<file path="src/rtl/core/mtfq_pkg.sv">
// ----------------------------------------------------------------------------
// mtfq_pkg
// Shared constants, codes and types of the move-to-front service queue.
// ----------------------------------------------------------------------------
package mtfq_pkg;

    // Default sizing of the list store
    localparam int CAPACITY_DEFAULT = 1024;
    localparam int ID_BITS_DEFAULT  = 20;

    // Fixed field widths of the request and result ports
    localparam int OPCODE_W    = 2;
    localparam int TARGET_ID_W = 20;
    localparam int SERVED_ID_W = 20;
    localparam int STATUS_W    = 2;
    localparam int LIST_SIZE_W = 11;

    // Reset value of the list_size register
    localparam logic [LIST_SIZE_W-1:0] LIST_SIZE_RESET = LIST_SIZE_W'(1);

    // Request opcodes
    localparam logic [OPCODE_W-1:0] OP_RELOAD   = 2'd0;
    localparam logic [OPCODE_W-1:0] OP_NEXT     = 2'd1;
    localparam logic [OPCODE_W-1:0] OP_EXPEDITE = 2'd2;

    // Result status codes
    localparam logic [STATUS_W-1:0] ST_DONE   = 2'd0;
    localparam logic [STATUS_W-1:0] ST_SERVED = 2'd1;
    localparam logic [STATUS_W-1:0] ST_EMPTY  = 2'd2;
    localparam logic [STATUS_W-1:0] ST_FULL   = 2'd3;

    // One result, as handed from the sequencer to the ports
    typedef struct packed {
        logic                   strobe;
        logic [STATUS_W-1:0]    status;
        logic [SERVED_ID_W-1:0] served_id;
    } mtfq_result_t;

endpackage

</file>
<file path="src/rtl/core/mtfq_seq.sv">
// ----------------------------------------------------------------------------
// mtfq_seq
// Request sequencer: keeps head and count, walks the entry store one entry
// a cycle for reload, serve, search and shift, and builds the result.
// ----------------------------------------------------------------------------
module mtfq_seq #(
    parameter int  CAPACITY = mtfq_pkg::CAPACITY_DEFAULT,
    parameter int  ID_BITS  = mtfq_pkg::ID_BITS_DEFAULT,
    localparam int AW       = $clog2(CAPACITY),
    localparam int CW       = $clog2(CAPACITY + 1)
) (
    input  logic                                clk,
    input  logic                                rst_n,
    input  logic                                start,
    input  logic [mtfq_pkg::OPCODE_W-1:0]       opcode,
    input  logic [mtfq_pkg::TARGET_ID_W-1:0]    target_id,
    input  logic [CW-1:0]                       load_count,
    output logic                                busy,
    output mtfq_pkg::mtfq_result_t              result,
    output logic                                wr_en,
    output logic [AW-1:0]                       wr_addr,
    output logic [ID_BITS-1:0]                  wr_data,
    output logic                                rd_en,
    output logic [AW-1:0]                       rd_addr,
    input  logic [ID_BITS-1:0]                  rd_data
);

    localparam int OUT_W = mtfq_pkg::SERVED_ID_W;

    localparam logic [2:0] S_IDLE  = 3'd0;
    localparam logic [2:0] S_LOAD  = 3'd1;
    localparam logic [2:0] S_NRD   = 3'd2;
    localparam logic [2:0] S_NWR   = 3'd3;
    localparam logic [2:0] S_SRCH  = 3'd4;
    localparam logic [2:0] S_SHRD  = 3'd5;
    localparam logic [2:0] S_SHIFT = 3'd6;
    localparam logic [2:0] S_FRONT = 3'd7;

    logic [2:0]                      state_reg, state_next;
    logic [AW-1:0]                   head_reg, head_next;
    logic [CW-1:0]                   count_reg, count_next;
    logic [CW-1:0]                   idx_reg, idx_next;
    logic [CW-1:0]                   n_reg, n_next;
    logic [ID_BITS-1:0]              id_reg, id_next;
    logic                            cmp_valid_reg, cmp_valid_next;
    logic [AW-1:0]                   cmp_idx_reg, cmp_idx_next;
    logic                            res_valid_reg, res_valid_next;
    logic [mtfq_pkg::STATUS_W-1:0]   res_status_reg, res_status_next;
    logic [OUT_W-1:0]                res_served_reg, res_served_next;

    logic                            match;
    logic                            issuing;
    logic [AW-1:0]                   head_dec;

    // Physical position of a logical offset from base, modulo CAPACITY
    function automatic logic [AW-1:0] wrap_add(input logic [AW-1:0] base,
                                               input logic [CW-1:0] ofs);
        logic [CW:0] s;
        s = (CW+1)'(base) + (CW+1)'(ofs);
        if (s >= (CW+1)'(CAPACITY))
        begin
            s = s - (CW+1)'(CAPACITY);
        end
        return AW'(s);
    endfunction

    assign match    = cmp_valid_reg && (rd_data == id_reg);
    assign issuing  = (idx_reg != count_reg);
    assign head_dec = (head_reg == '0) ? AW'(CAPACITY - 1) : (head_reg - AW'(1));

    always_comb
    begin
        state_next      = state_reg;
        head_next       = head_reg;
        count_next      = count_reg;
        idx_next        = idx_reg;
        n_next          = n_reg;
        id_next         = id_reg;
        cmp_valid_next  = 1'b0;
        cmp_idx_next    = cmp_idx_reg;
        res_valid_next  = 1'b0;
        res_status_next = res_status_reg;
        res_served_next = res_served_reg;
        wr_en           = 1'b0;
        wr_addr         = head_reg;
        wr_data         = id_reg;
        rd_en           = 1'b0;
        rd_addr         = head_reg;

        case (state_reg)
            S_IDLE:
            begin
                if (start)
                begin
                    idx_next = '0;
                    id_next  = ID_BITS'(target_id);
                    case (opcode)
                        mtfq_pkg::OP_RELOAD:
                        begin
                            if (load_count == '0)
                            begin
                                head_next       = '0;
                                count_next      = '0;
                                res_valid_next  = 1'b1;
                                res_status_next = mtfq_pkg::ST_DONE;
                                res_served_next = '0;
                            end
                            else
                            begin
                                n_next     = load_count;
                                state_next = S_LOAD;
                            end
                        end
                        mtfq_pkg::OP_NEXT:
                        begin
                            if (count_reg == '0)
                            begin
                                res_valid_next  = 1'b1;
                                res_status_next = mtfq_pkg::ST_EMPTY;
                                res_served_next = '0;
                            end
                            else
                            begin
                                state_next = S_NRD;
                            end
                        end
                        mtfq_pkg::OP_EXPEDITE:
                        begin
                            state_next = S_SRCH;
                        end
                        default:
                        begin
                            res_valid_next  = 1'b1;
                            res_status_next = mtfq_pkg::ST_DONE;
                            res_served_next = '0;
                        end
                    endcase
                end
            end

            S_LOAD:
            begin
                wr_en   = 1'b1;
                wr_addr = AW'(idx_reg);
                wr_data = ID_BITS'(idx_reg + CW'(1));
                if ((idx_reg + CW'(1)) == n_reg)
                begin
                    head_next       = '0;
                    count_next      = n_reg;
                    res_valid_next  = 1'b1;
                    res_status_next = mtfq_pkg::ST_DONE;
                    res_served_next = '0;
                    state_next      = S_IDLE;
                end
                else
                begin
                    idx_next = idx_reg + CW'(1);
                end
            end

            S_NRD:
            begin
                rd_en      = 1'b1;
                rd_addr    = head_reg;
                state_next = S_NWR;
            end

            S_NWR:
            begin
                // Rotate the front id to the back
                wr_en           = 1'b1;
                wr_addr         = wrap_add(head_reg, count_reg);
                wr_data         = rd_data;
                head_next       = wrap_add(head_reg, CW'(1));
                res_valid_next  = 1'b1;
                res_status_next = mtfq_pkg::ST_SERVED;
                res_served_next = OUT_W'(rd_data);
                state_next      = S_IDLE;
            end

            S_SRCH:
            begin
                rd_en          = issuing;
                rd_addr        = wrap_add(head_reg, idx_reg);
                cmp_valid_next = issuing;
                cmp_idx_next   = AW'(idx_reg);
                if (issuing)
                begin
                    idx_next = idx_reg + CW'(1);
                end
                if (match)
                begin
                    cmp_valid_next = 1'b0;
                    idx_next       = CW'(cmp_idx_reg);
                    if (cmp_idx_reg == '0)
                    begin
                        res_valid_next  = 1'b1;
                        res_status_next = mtfq_pkg::ST_DONE;
                        res_served_next = '0;
                        state_next      = S_IDLE;
                    end
                    else
                    begin
                        state_next = S_SHRD;
                    end
                end
                else if (!issuing)
                begin
                    res_valid_next  = 1'b1;
                    res_served_next = '0;
                    state_next      = S_IDLE;
                    if (count_reg == CW'(CAPACITY))
                    begin
                        res_status_next = mtfq_pkg::ST_FULL;
                    end
                    else
                    begin
                        wr_en           = 1'b1;
                        wr_addr         = head_dec;
                        wr_data         = id_reg;
                        head_next       = head_dec;
                        count_next      = count_reg + CW'(1);
                        res_status_next = mtfq_pkg::ST_DONE;
                    end
                end
            end

            S_SHRD:
            begin
                rd_en      = 1'b1;
                rd_addr    = wrap_add(head_reg, idx_reg - CW'(1));
                state_next = S_SHIFT;
            end

            S_SHIFT:
            begin
                // Move one entry back while fetching the one ahead of it
                wr_en   = 1'b1;
                wr_addr = wrap_add(head_reg, idx_reg);
                wr_data = rd_data;
                if (idx_reg == CW'(1))
                begin
                    state_next = S_FRONT;
                end
                else
                begin
                    rd_en    = 1'b1;
                    rd_addr  = wrap_add(head_reg, idx_reg - CW'(2));
                    idx_next = idx_reg - CW'(1);
                end
            end

            S_FRONT:
            begin
                wr_en           = 1'b1;
                wr_addr         = head_reg;
                wr_data         = id_reg;
                res_valid_next  = 1'b1;
                res_status_next = mtfq_pkg::ST_DONE;
                res_served_next = '0;
                state_next      = S_IDLE;
            end

            default:
            begin
                state_next = S_IDLE;
            end
        endcase
    end

    always_ff @(posedge clk or negedge rst_n)
    begin
        if (!rst_n)
        begin
            state_reg     <= S_IDLE;
            head_reg      <= '0;
            count_reg     <= '0;
            cmp_valid_reg <= 1'b0;
            res_valid_reg <= 1'b0;
        end
        else
        begin
            state_reg     <= state_next;
            head_reg      <= head_next;
            count_reg     <= count_next;
            cmp_valid_reg <= cmp_valid_next;
            res_valid_reg <= res_valid_next;
        end
    end

    always_ff @(posedge clk)
    begin
        idx_reg        <= idx_next;
        n_reg          <= n_next;
        id_reg         <= id_next;
        cmp_idx_reg    <= cmp_idx_next;
        res_status_reg <= res_status_next;
        res_served_reg <= res_served_next;
    end

    assign busy             = (state_reg != S_IDLE);
    assign result.strobe    = res_valid_reg;
    assign result.status    = res_status_reg;
    assign result.served_id = res_served_reg;

    a_count_bound: assert property (@(posedge clk) disable iff (!rst_n)
        count_reg <= CW'(CAPACITY))
        else $error("entry count above capacity");

    a_strobe_after_work: assert property (@(posedge clk) disable iff (!rst_n)
        res_valid_reg |-> (state_reg == S_IDLE))
        else $error("result strobe while a request is still in progress");

    a_accept_progress: assert property (@(posedge clk) disable iff (!rst_n)
        (state_reg == S_IDLE && start) |=> (state_reg != S_IDLE || res_valid_reg))
        else $error("accepted request neither started nor finished");

    a_shift_no_overlap: assert property (@(posedge clk) disable iff (!rst_n)
        (state_reg == S_SHIFT && rd_en) |-> (rd_addr != wr_addr))
        else $error("shift reads the entry it writes");

endmodule

</file>
<file path="config.mk">
export PLATFORM = sky130hd
export DESIGN_NAME = mtfq_seq
export DESIGN_NICKNAME = d
export VERILOG_FILES = /design/src/rtl/core/mtfq_pkg.sv /design/src/rtl/core/mtfq_seq.sv
export SDC_FILE = /design/constraint.sdc
export NUM_CORES = 1
export LEC_CHECK = 0
export BUFFER_PORTS_ARGS = -buffer_cell sky130_fd_sc_hd__buf_2
export CAP_MARGIN = 20
export CORE_MARGIN = 2
export CORE_UTILIZATION = 43
export CTS_CLUSTER_SIZE = 24
export DETAILED_ROUTE_END_ITERATION = 16
export GPL_TIMING_DRIVEN = 0
export PLACE_DENSITY = 0.64
export SLEW_MARGIN = 15
export SYNTH_ARGS = -nofsm -noshare
export SYNTH_HDL_FRONTEND = slang
export SYNTH_SLANG_ARGS = --single-unit
</file>
<file path="constraint.sdc">
create_clock -name clk -period 5.65 [get_ports clk]
set_clock_uncertainty 0.15 [all_clocks]
set_input_delay 1.4125 -clock clk [delete_from_list [all_inputs] [get_ports clk]]
set_output_delay 1.4125 -clock clk [all_outputs]
set_load 0.05 [all_outputs]
</file>
==> results of run 1 <==
## power groups by stage
stage          Sequential [mW]  Combinational (mW)  Clock [mW]
6_report                  1.35                4.95       0.617
5_1_grt                   1.37                5.27       0.645
4_1_cts                   1.35                4.83       0.620
3_5_place_dp              1.37                4.78           0
3_3_place_gp              1.38                4.74           0
2_1_floorplan             1.56                3.29           0
## cell type report
class                   count  share of cell area [%]
flip-flops and latches    100                    29.1
well taps                 265                    3.36
repair buffers            127                    6.59
plain buffers              64                    2.87
clock buffers               9                    2.28
inverters                  30                    1.14
multi-input cells         766                    54.1
clock inverters             7                   0.583
## metrics by stage
| stage | power, mW | utilization [%] | std cells |
|---|---|---|---|
| after CTS | 6.80 | 50.4 | 1366 |
| after floorplan | 4.85 | - | 960 |
| after global placement | 6.12 | 48.7 | 1346 |
| after detailed placement | 6.15 | 48.9 | 1349 |
| after global routing | 7.28 | 50.7 | 1368 |
| final | 6.92 | 50.7 | 1368 |
## cell usage after synthesis, types with 17 or more instances
master | number | area share (%)
xnor2_1 | 45 | 4.6
edfxtp_1 | 74 | 26
clkbuf_1 | 48 | 2.1
o21ai_1 | 29 | 1.7
a21oi_1 | 58 | 3.4
nand3_1 | 17 | 1.0
and3_1 | 35 | 2.6
nand2_1 | 82 | 3.6
ha_1 | 49 | 7.2
dfrtp_1 | 26 | 7.6
xor2_1 | 52 | 5.3
inv_1 | 29 | 1.3
a22oi_1 | 18 | 1.6
nor2_1 | 65 | 2.9
o21ai_0 | 59 | 3.5
nor3_1 | 23 | 1.3
## cell usage in the layout (no fill, tap or decap), types with 5 or more instances in the layout
master and n:
or3_1 10, nor2_1 65, xor2_1 51, a32o_1 8, nor2b_1 7, o211ai_1 8, o21ai_0 58, a221oi_1 7
a21oi_1 56, o21ai_1 30, inv_1 28, nor3b_1 5, a221o_1 9, xnor2_1 44, nand2b_1 6, nand2_1 82
a31oi_1 14, dfrtp_1 26, edfxtp_1 74, o21a_1 6, nor4_1 14, buf_4 9, mux2i_1 9, a21o_1 8
nor3_1 23, and3_1 35, nand4_1 9, o2111ai_1 5, buf_2 128, a211oi_1 6, o22ai_1 11, nand3_1 17
ha_1 48, clkbuf_16 9, clkbuf_1 48, a22oi_1 18, or2_2 5
## cells by family after synthesis
logic type	after synthesis	share of synthesized area, %
adder cells (fa/ha/maj)	53	8.11
AO/OA/AOI/OAI	295	23.0
flip-flops	100	33.6
AND/OR/NAND/NOR	310	19.3
XOR/XNOR	98	10.2
multiplexers	10	1.19
buffers and inverters	94	4.58
## worst max-delay path: cells and delay by family, from the launching register on
family,cells,cell delay (ns)
flops,1,0.41
buf+inv,2,0.61
simple gates,3,2.12
compound gates,2,0.57
## worst max-delay path by stage
stage                                            endpoint  slack (ns)                     start  cells past startpoint
after floorplan           res_served_reg[0]$_SDFFCE_PN0P_        0.36                rd_data[3]                      6
after global placement    res_served_reg[0]$_SDFFCE_PN0P_       -1.07      idx_reg[1]$_DFFE_PP_                      9
after detailed placement                       rd_addr[9]        0.03      idx_reg[1]$_DFFE_PP_                     13
after CTS                                      wr_addr[7]        0.04   head_reg[1]$_DFFE_PN0P_                     11
after global routing                           wr_addr[7]       -0.01   head_reg[0]$_DFFE_PN0P_                     12
final                                          rd_addr[7]       0.008  state_reg[2]$_DFFE_PN0P_                      7
## per-layer routing
layer  up-vias  share of wire (%)  wire length (µm)  GRT usage, %
li1       3883                  -                 -             -
met1      4077                 41             12900          39.0
met2       483                 45             14300          45.4
met3        87                9.9              3120          6.70
met4         0                4.2              1340          13.4
met5         -                  0                 0             0
## what timing repair did
item | 4_1_cts | 5_1_grt
endpoints found under the setup margin | 2 | 5
gates resized for setup | 3 | 9
buffers inserted | 1 | 2
==> results.md, run 1 <==
* Req. time, crit path at just over 4 ns
* DRC violations left at 0
* Slew headroom at a little under a third
* GRT Residual Overflow at 0
* Final Hold Vio Count at 0
* Sw Share at 58.1%
* Gr usage total at around 29%
* Avg Cell Area, Syn at 8.90 µm²
* Clock share of power at 8.9%
* Crit-path slowest cell: nor2_1
* Top_reg_cell synth: edfxtp_1
* Share of power burned in registers at 19.5%
* Flip-flop and latch area at 2870 µm²
* Setup TNS Final at 0 ns
* Max incr delay on CP at 0.89 ns
* CTS Sinks at 100
* ANT cells at 0
* Seq/Total Area, Yosys at between 30% and 40%
* Pint at 2.90 mW
* Minimum clock period at 5.64 ns
* Worst Path Arrival at slightly above 4 ns
* Worst Hold Depth at 0
* Number of global-route vias before repair at 7934
* First DRT Iteration DRCs at 1052
* Final hold slack at 0.357 ns
* Net Switching at around 4 mW
* Crit path top cell by count: nor2_1
* Netlist Area Pre-Place at 8550 µm²
* Vias at 8530
* Vias per cell at 6.24
* Die height at 145 µm
* Chip Width at 145 µm
* Global-route wire length before repair at 47000 µm
* Clock-pin slew on the worst setup and hold paths at 0.07 ns
* Largest net degree at the start of global routing at 27
* TritonCTS clock tree: done
* Final Cycle Share at 99.9%
* R2r setup slk at between 1 and 1.5 ns
* Status: finished, final reports clean
* Fin. max-slew vios at 0
* Syn. warnings at 0
* Core area at just under 20000 µm²
* Cell area after layout at 9870 µm²
* Hold EP: cmp_idx_reg[9]$_DFFE_PP_
* Starting Density at 43.9%
* Yosys cell types at 87
* Cells after synthesis at 960
* R2R Path End: res_served_reg[1]$_SDFFCE_PN0P_
* FILL cells at 1908
* Setup slack at placement at 0.0268 ns
* Drt wl/cell at 23.2 µm
* Syn nets at 1069
* Placed Area at 9510 µm²
* CP Cell Sequence: clkinv_1 -> nor2_1 -> nand2_1 -> nor2_1 -> a221oi_1 -> a21oi_1 -> buf_2
* Crit. End Element: output pin
* WL final at 31700 µm
* CP Max Fanout at 10
* Fmax at 0.177 GHz
* Initial antenna violation count at 0
* Worst slew pin tran at around 1.0 ns
* Multi-input logic area at 5340 µm²
* # setup viols final at 0
* Clock latency on the worst-skew pair at approximately 0.36 ns
* H-tree depth reported by CTS at 3
* Fin nets at 1207
* Comb power frac at 71.6%
* Max-Cap Viols at 0
* Worst reg2reg path depth at 11
* Port Buf Inserts at around 120
* TritonRoute pass-1 iters at 8
* Synth Register Bits at 100
* Share of layout cells above drive strength 1 at 17.7%
* Setup CP Type: register to output pin
* CTS Buf Count at 9
* Worst IR Drop VDD at 0.423 mV
* CTS max path bufs at 2
* Min-Delay Startpoint: idx_reg[9]$_DFFE_PP_
* CP Launch Type: register
* Num ports at 122
* Die area at approximately 21000 µm²
* FP Rows at 51
* Post-synth EDFFs at 74
* Worst R2R Start: idx_reg[1]$_DFFE_PP_
* Root Driver: clkbuf_16
* Routed Antenna Nets at 0
* Worst setup margin at 0.00822 ns
* Hold Path Class: register to register
* Pwr Density at 701 nW/µm²
* Leak at ~4.2 nW
* Post-synth ARST share at 26.0%
* Layout area overhead at 15.5%
* Detailed Place HPWL at 24200 µm
* Hold buffer count at CTS at 0
* RePlAce Congestion at 0.975
Note: power is estimated with default switching activity, not from simulation.
==> inputs of run 2 (changes only) <==
--- a/config.mk
+++ b/config.mk
@@ -5,14 +5,15 @@
 export SDC_FILE = /design/constraint.sdc
 export NUM_CORES = 1
 export LEC_CHECK = 0
+export ABC_AREA = 1
 export BUFFER_PORTS_ARGS = -buffer_cell sky130_fd_sc_hd__buf_2
 export CAP_MARGIN = 20
-export CORE_MARGIN = 2
-export CORE_UTILIZATION = 43
+export CORE_MARGIN = 8
+export CORE_UTILIZATION = 40
 export CTS_CLUSTER_SIZE = 24
 export DETAILED_ROUTE_END_ITERATION = 16
 export GPL_TIMING_DRIVEN = 0
-export PLACE_DENSITY = 0.64
+export PLACE_DENSITY = 0.6
 export SLEW_MARGIN = 15
 export SYNTH_ARGS = -nofsm -noshare
 export SYNTH_HDL_FRONTEND = slang
==> run 2 against run 1 <==
  * Global-route usage is 5.0 points lower
  * Cell count is 27% higher
  * Via count is 14% higher
  * Maximum frequency is 1.2% higher
  * Area after synthesis is 6.0% higher
  * Total power is 78% lower
  * First-iteration DRC count is 15% higher
  * Combinational power is 98% lower
  * Synthesized cell count is 37% higher
  * Non-clock buffer count is 22 lower
  * Hold slack worse by 0.030 ns
  * Highest routed layer unchanged
==> results.md, run 2 <==
* Status: finished, final reports clean (unchanged)
* Vias at 9720 (was 8530)
* DRC violations left at 0 (unchanged)
* Cell area after layout at 10400 µm² (was 9870 µm²)
* GRT Residual Overflow at 0 (unchanged)
* Highest metal used: met4 (unchanged)
* Setup Fix Bufs, Post-CTS at 0 (was 1)
* CTS max path bufs at 2 (unchanged)
* Worst Hold Depth at 0 (unchanged)
* Top_reg_cell synth: edfxtp_1 (unchanged)
* CTS Buf Count at 9 (unchanged)
* Initial antenna violation count at 2 (was 0)
* Fin nets at 1557 (was 1207)
* Most frequent cells in the layout: nand2_1 (344), inv_1 (171), nor2_1 (135), buf_2 (135), nand3_1 (118) (was buf_2 (128), nand2_1 (82), edfxtp_1 (74), nor2_1 (65), o21ai_0 (58))
* Hold buffer count at CTS at 0 (unchanged)
* Netlist Area Pre-Place at 9060 µm² (was 8550 µm²)
* Syn. warnings at 0 (unchanged)
* Post-Place Cells at 1720 (was 1349)
* Synth area leaders: edfxtp_1 (25%), nand2_1 (14%), dfrtp_1 (7.2%) (was edfxtp_1 (26%), dfrtp_1 (7.6%), ha_1 (7.2%))
* TritonRoute pass-1 iters at 8 (unchanged)
* Chip Width at 167 µm (was 145 µm)
* Final Cycle Share at 98.6% (was 99.9%)
* Seq/Total Area, Yosys at 31.7% (was 33.6%)
* Setup TNS Final at 0 ns (unchanged)
* Cells after synthesis at 1312 (was 960)
* CP bufs+invs at 2 (unchanged)
* Slew headroom at 44.5% (was 30.1%)
* Leak at 4.76 nW (was 4.16 nW)
* Pwr Density at 146 nW/µm² (was 701 nW/µm²)
* Die area at 27700 µm² (was 21000 µm²)
* Crit-path slowest cell: nor4_2 (was nor2_1)
* Post-CTS resize count at 0 (was 3)
* Unrepaired setup endpoints after global routing: no
* H-tree depth reported by CTS at 3 (unchanged)
* Max-Cap Viols at 0 (unchanged)
* Number of global-route vias before repair at 8876 (was 7934)
* WL final at 34800 µm (was 31700 µm)
* Port Buf Inserts at 121 (unchanged)
* Largest net degree at the start of global routing at 27 (unchanged)
* Met1 Wirelength at 15000 µm (was 12900 µm)
* Worst slew pin tran at 0.826 ns (was 1.05 ns)
* Global-route wire length before repair at 52400 µm (was 47000 µm)
* Starting Density at 40.4% (was 43.9%)
* Clock-pin slew on the worst setup and hold paths at 0.07 ns (about the same)
* Layout area overhead at 14.5% (was 15.5%)
* Worst IR Drop VDD at 0.125 mV (was 0.423 mV)
* Gr usage total at 24.3% (was 29.3%)
* Commonest non-fill, non-tap cell in the layout: nand2_1 (was buf_2)
* # setup viols final at 0 (unchanged)
* Req. time, crit path at 4.09 ns (about the same)
* RePlAce Congestion at 0.961 (was 0.975)
* Setup CP Type: primary input to output pin (was register to output pin)
* Post-synth ARST share at 26.0% (unchanged)
* Hold Path Class: register to register (unchanged)
* Drt wl/cell at 20.0 µm (was 23.2 µm)
* Max incr delay on CP at 0.65 ns (was 0.89 ns)
* WL met3 at 2850 µm (was 3120 µm)
* TritonCTS clock tree: done (unchanged)
* FP Rows at 55 (was 51)
* Vias per cell at 5.59 (was 6.24)
* CP Cell Sequence: buf_2 -> xnor2_1 -> nand3_1 -> nor4_2 -> nand3_1 -> nand2_1 -> nand3_1 -> a22oi_1 -> buf_2 (was clkinv_1 -> nor2_1 -> nand2_1 -> nor2_1 -> a221oi_1 -> a21oi_1 -> buf_2)
* FILL cells at 2316 (was 1908)
* Commonest cells post-synth: nand2_1 (344), inv_1 (171), nor2_1 (136) (was nand2_1 (82), edfxtp_1 (74), nor2_1 (65))
* Met2 Wirelength at 15800 µm (was 14300 µm)
* Share of layout cells above drive strength 1 at 13.8% (was 17.7%)
* CP top delay family: simple AND/OR/NAND/NOR gates (unchanged)
* Worst reg2reg path depth at 12 (was 11)
* Hold EP: cmp_idx_reg[9]$_DFFE_PP_ (unchanged)
* Minimum clock period at 5.57 ns (was 5.64 ns)
* Core area at 22400 µm² (was 19500 µm²)
* Worst R2R Start: idx_reg[1]$_DFFE_PP_ (unchanged)
* Final hold slack at 0.328 ns (was 0.357 ns)
* Crit path top cell by count: nand3_1 (was nor2_1)
* CP Max Fanout at 6 (was 10)
* Post-synth EDFFs at 74 (unchanged)
* Min-Delay Startpoint: idx_reg[9]$_DFFE_PP_ (unchanged)
* Synth Register Bits at 100 (unchanged)
* Placed Area at 10100 µm² (was 9510 µm²)
* Syn nets at 1421 (was 1069)
* Routed Antenna Nets at 0 (unchanged)
* Yosys cell types at 52 (was 87)
* Finished Layout Cells at 1740 (was 1368)
* First DRT Iteration DRCs at 1211 (was 1052)
* Detailed Place HPWL at 28000 µm (was 24200 µm)
* R2r setup slk at 2.21 ns (was 1.43 ns)
* Cell with the most instances after synthesis: nand2_1 (unchanged)
* Synth top area share at 24.5% (was 26.0%)
* Fmax at 0.179 GHz (was 0.177 GHz)
* Root Driver: clkbuf_16 (unchanged)
* Num ports at 122 (unchanged)
* CTS Sinks at 100 (unchanged)
* Area leader, netlist: edfxtp_1 (unchanged)
* CP Launch Type: primary input (was register)
* Avg Cell Area, Syn at 6.91 µm² (was 8.90 µm²)
* Die height at 167 µm (was 145 µm)
* Crit. End Element: output pin (unchanged)
* R2R Path End: res_served_reg[9]$_SDFFCE_PN0P_ (was res_served_reg[1]$_SDFFCE_PN0P_)
* Final Hold Vio Count at 0 (unchanged)
* Clock latency on the worst-skew pair at 0.36 ns (about the same)
* Fin util at 46.3% (was 50.7%)
* Worst Path Arrival at 4.01 ns (was 4.08 ns)
* Fin. max-slew vios at 0 (unchanged)
run 2: changes by cell type in the layout (fill, tap and decap cells not counted), moves of 14 or more:
cell | previous run | this run
nand2_1 | 82 | 344
inv_1 | 28 | 171
nand3_1 | 17 | 118
nor2_1 | 65 | 135
nand4_1 | 9 | 49
and3_1 | 35 | 1
xnor2_1 | 44 | 10
o21ai_1 | 30 | 1
clkbuf_1 | 48 | 21
xor2_1 | 51 | 30
a22oi_1 | 18 | 4
run 2: routing by layer:
layer | GRT usage (%) | up-vias
met1 | 33.3 | 4518
met3 | 3.29 | 53
met5 | 0 | -
met4 | 9.05 | 0
met2 | 38.4 | 440
li1 | - | 4709
run 2: cell families (layout without fill, tap and decap cells):
kind of cell               count (synthesis)  in the layout  synth area share (%)
AOI/OAI and AO/OA                        195            195                  13.1
xor gates and xnor gates                  40             40                  3.87
adders and majority gates                 53             53                  7.65
buffers and inverters                    221            362                  9.84
DFF                                      100            100                  31.7
other                                      0              2                     0
and+or+nand+nor                          703            703                  33.8
run 2: per-stage QoR:
step / power, mW / worst slack, ns
floorplan: 0.854 / 0.699
global placement: 0.898 / -0.293
detailed placement: 0.898 / 0.204
CTS: 1.53 / 0.200
global route: 1.56 / 0.0971
finish: 1.52 / 0.0778
run 2: worst register-to-register path, stage by stage, from the launching register on:
cell and delay (ns):
edfxtp_1 0.61, inv_1 0.30, ha_1 0.46, xor2_1 0.20, a21oi_1 0.14, nand2_1 0.07, nor2_1 0.14, nand3_2 0.14
nor2_2 0.14, nor2_1 0.08, nor2_1 0.09, and3_1 0.37, buf_8 0.23
run 2: worst max-delay path by stage:
| stage | startpoint | to | cells past startpoint |
|---|---|---|---|
| 2_1_floorplan | rd_data[18] | wr_addr[3] | 7 |
| 3_3_place_gp | rd_data[18] | wr_addr[3] | 9 |
| 3_5_place_dp | rd_data[18] | wr_addr[3] | 9 |
| 4_1_cts | rd_data[18] | wr_addr[3] | 9 |
| 5_1_grt | rd_data[18] | wr_addr[3] | 9 |
| 6_report | rd_data[18] | wr_addr[3] | 9 |
run 2: final cells by class:
cell class	count	area (µm²)	share of cell area (%)
antenna	2	5.00	0.0482
inverter	177	664	6.40
clock inverter	7	62.6	0.603
clock buffer	9	225	2.17
buffer	44	228	2.19
timing repair buffer	125	651	6.27
sequential	100	2870	27.7
multi-input combinational	991	5310	51.2
tap	285	357	3.44
run 2: power breakdown:
part / switching (mW) / internal, mW / leakage, nW
Sequential: 0 / 0.783 / 0.959
Combinational: 0.0680 / 0.0311 / 3.66
Clock: 0.323 / 0.312 / 0.145
Total: 0.391 / 1.13 / 4.76
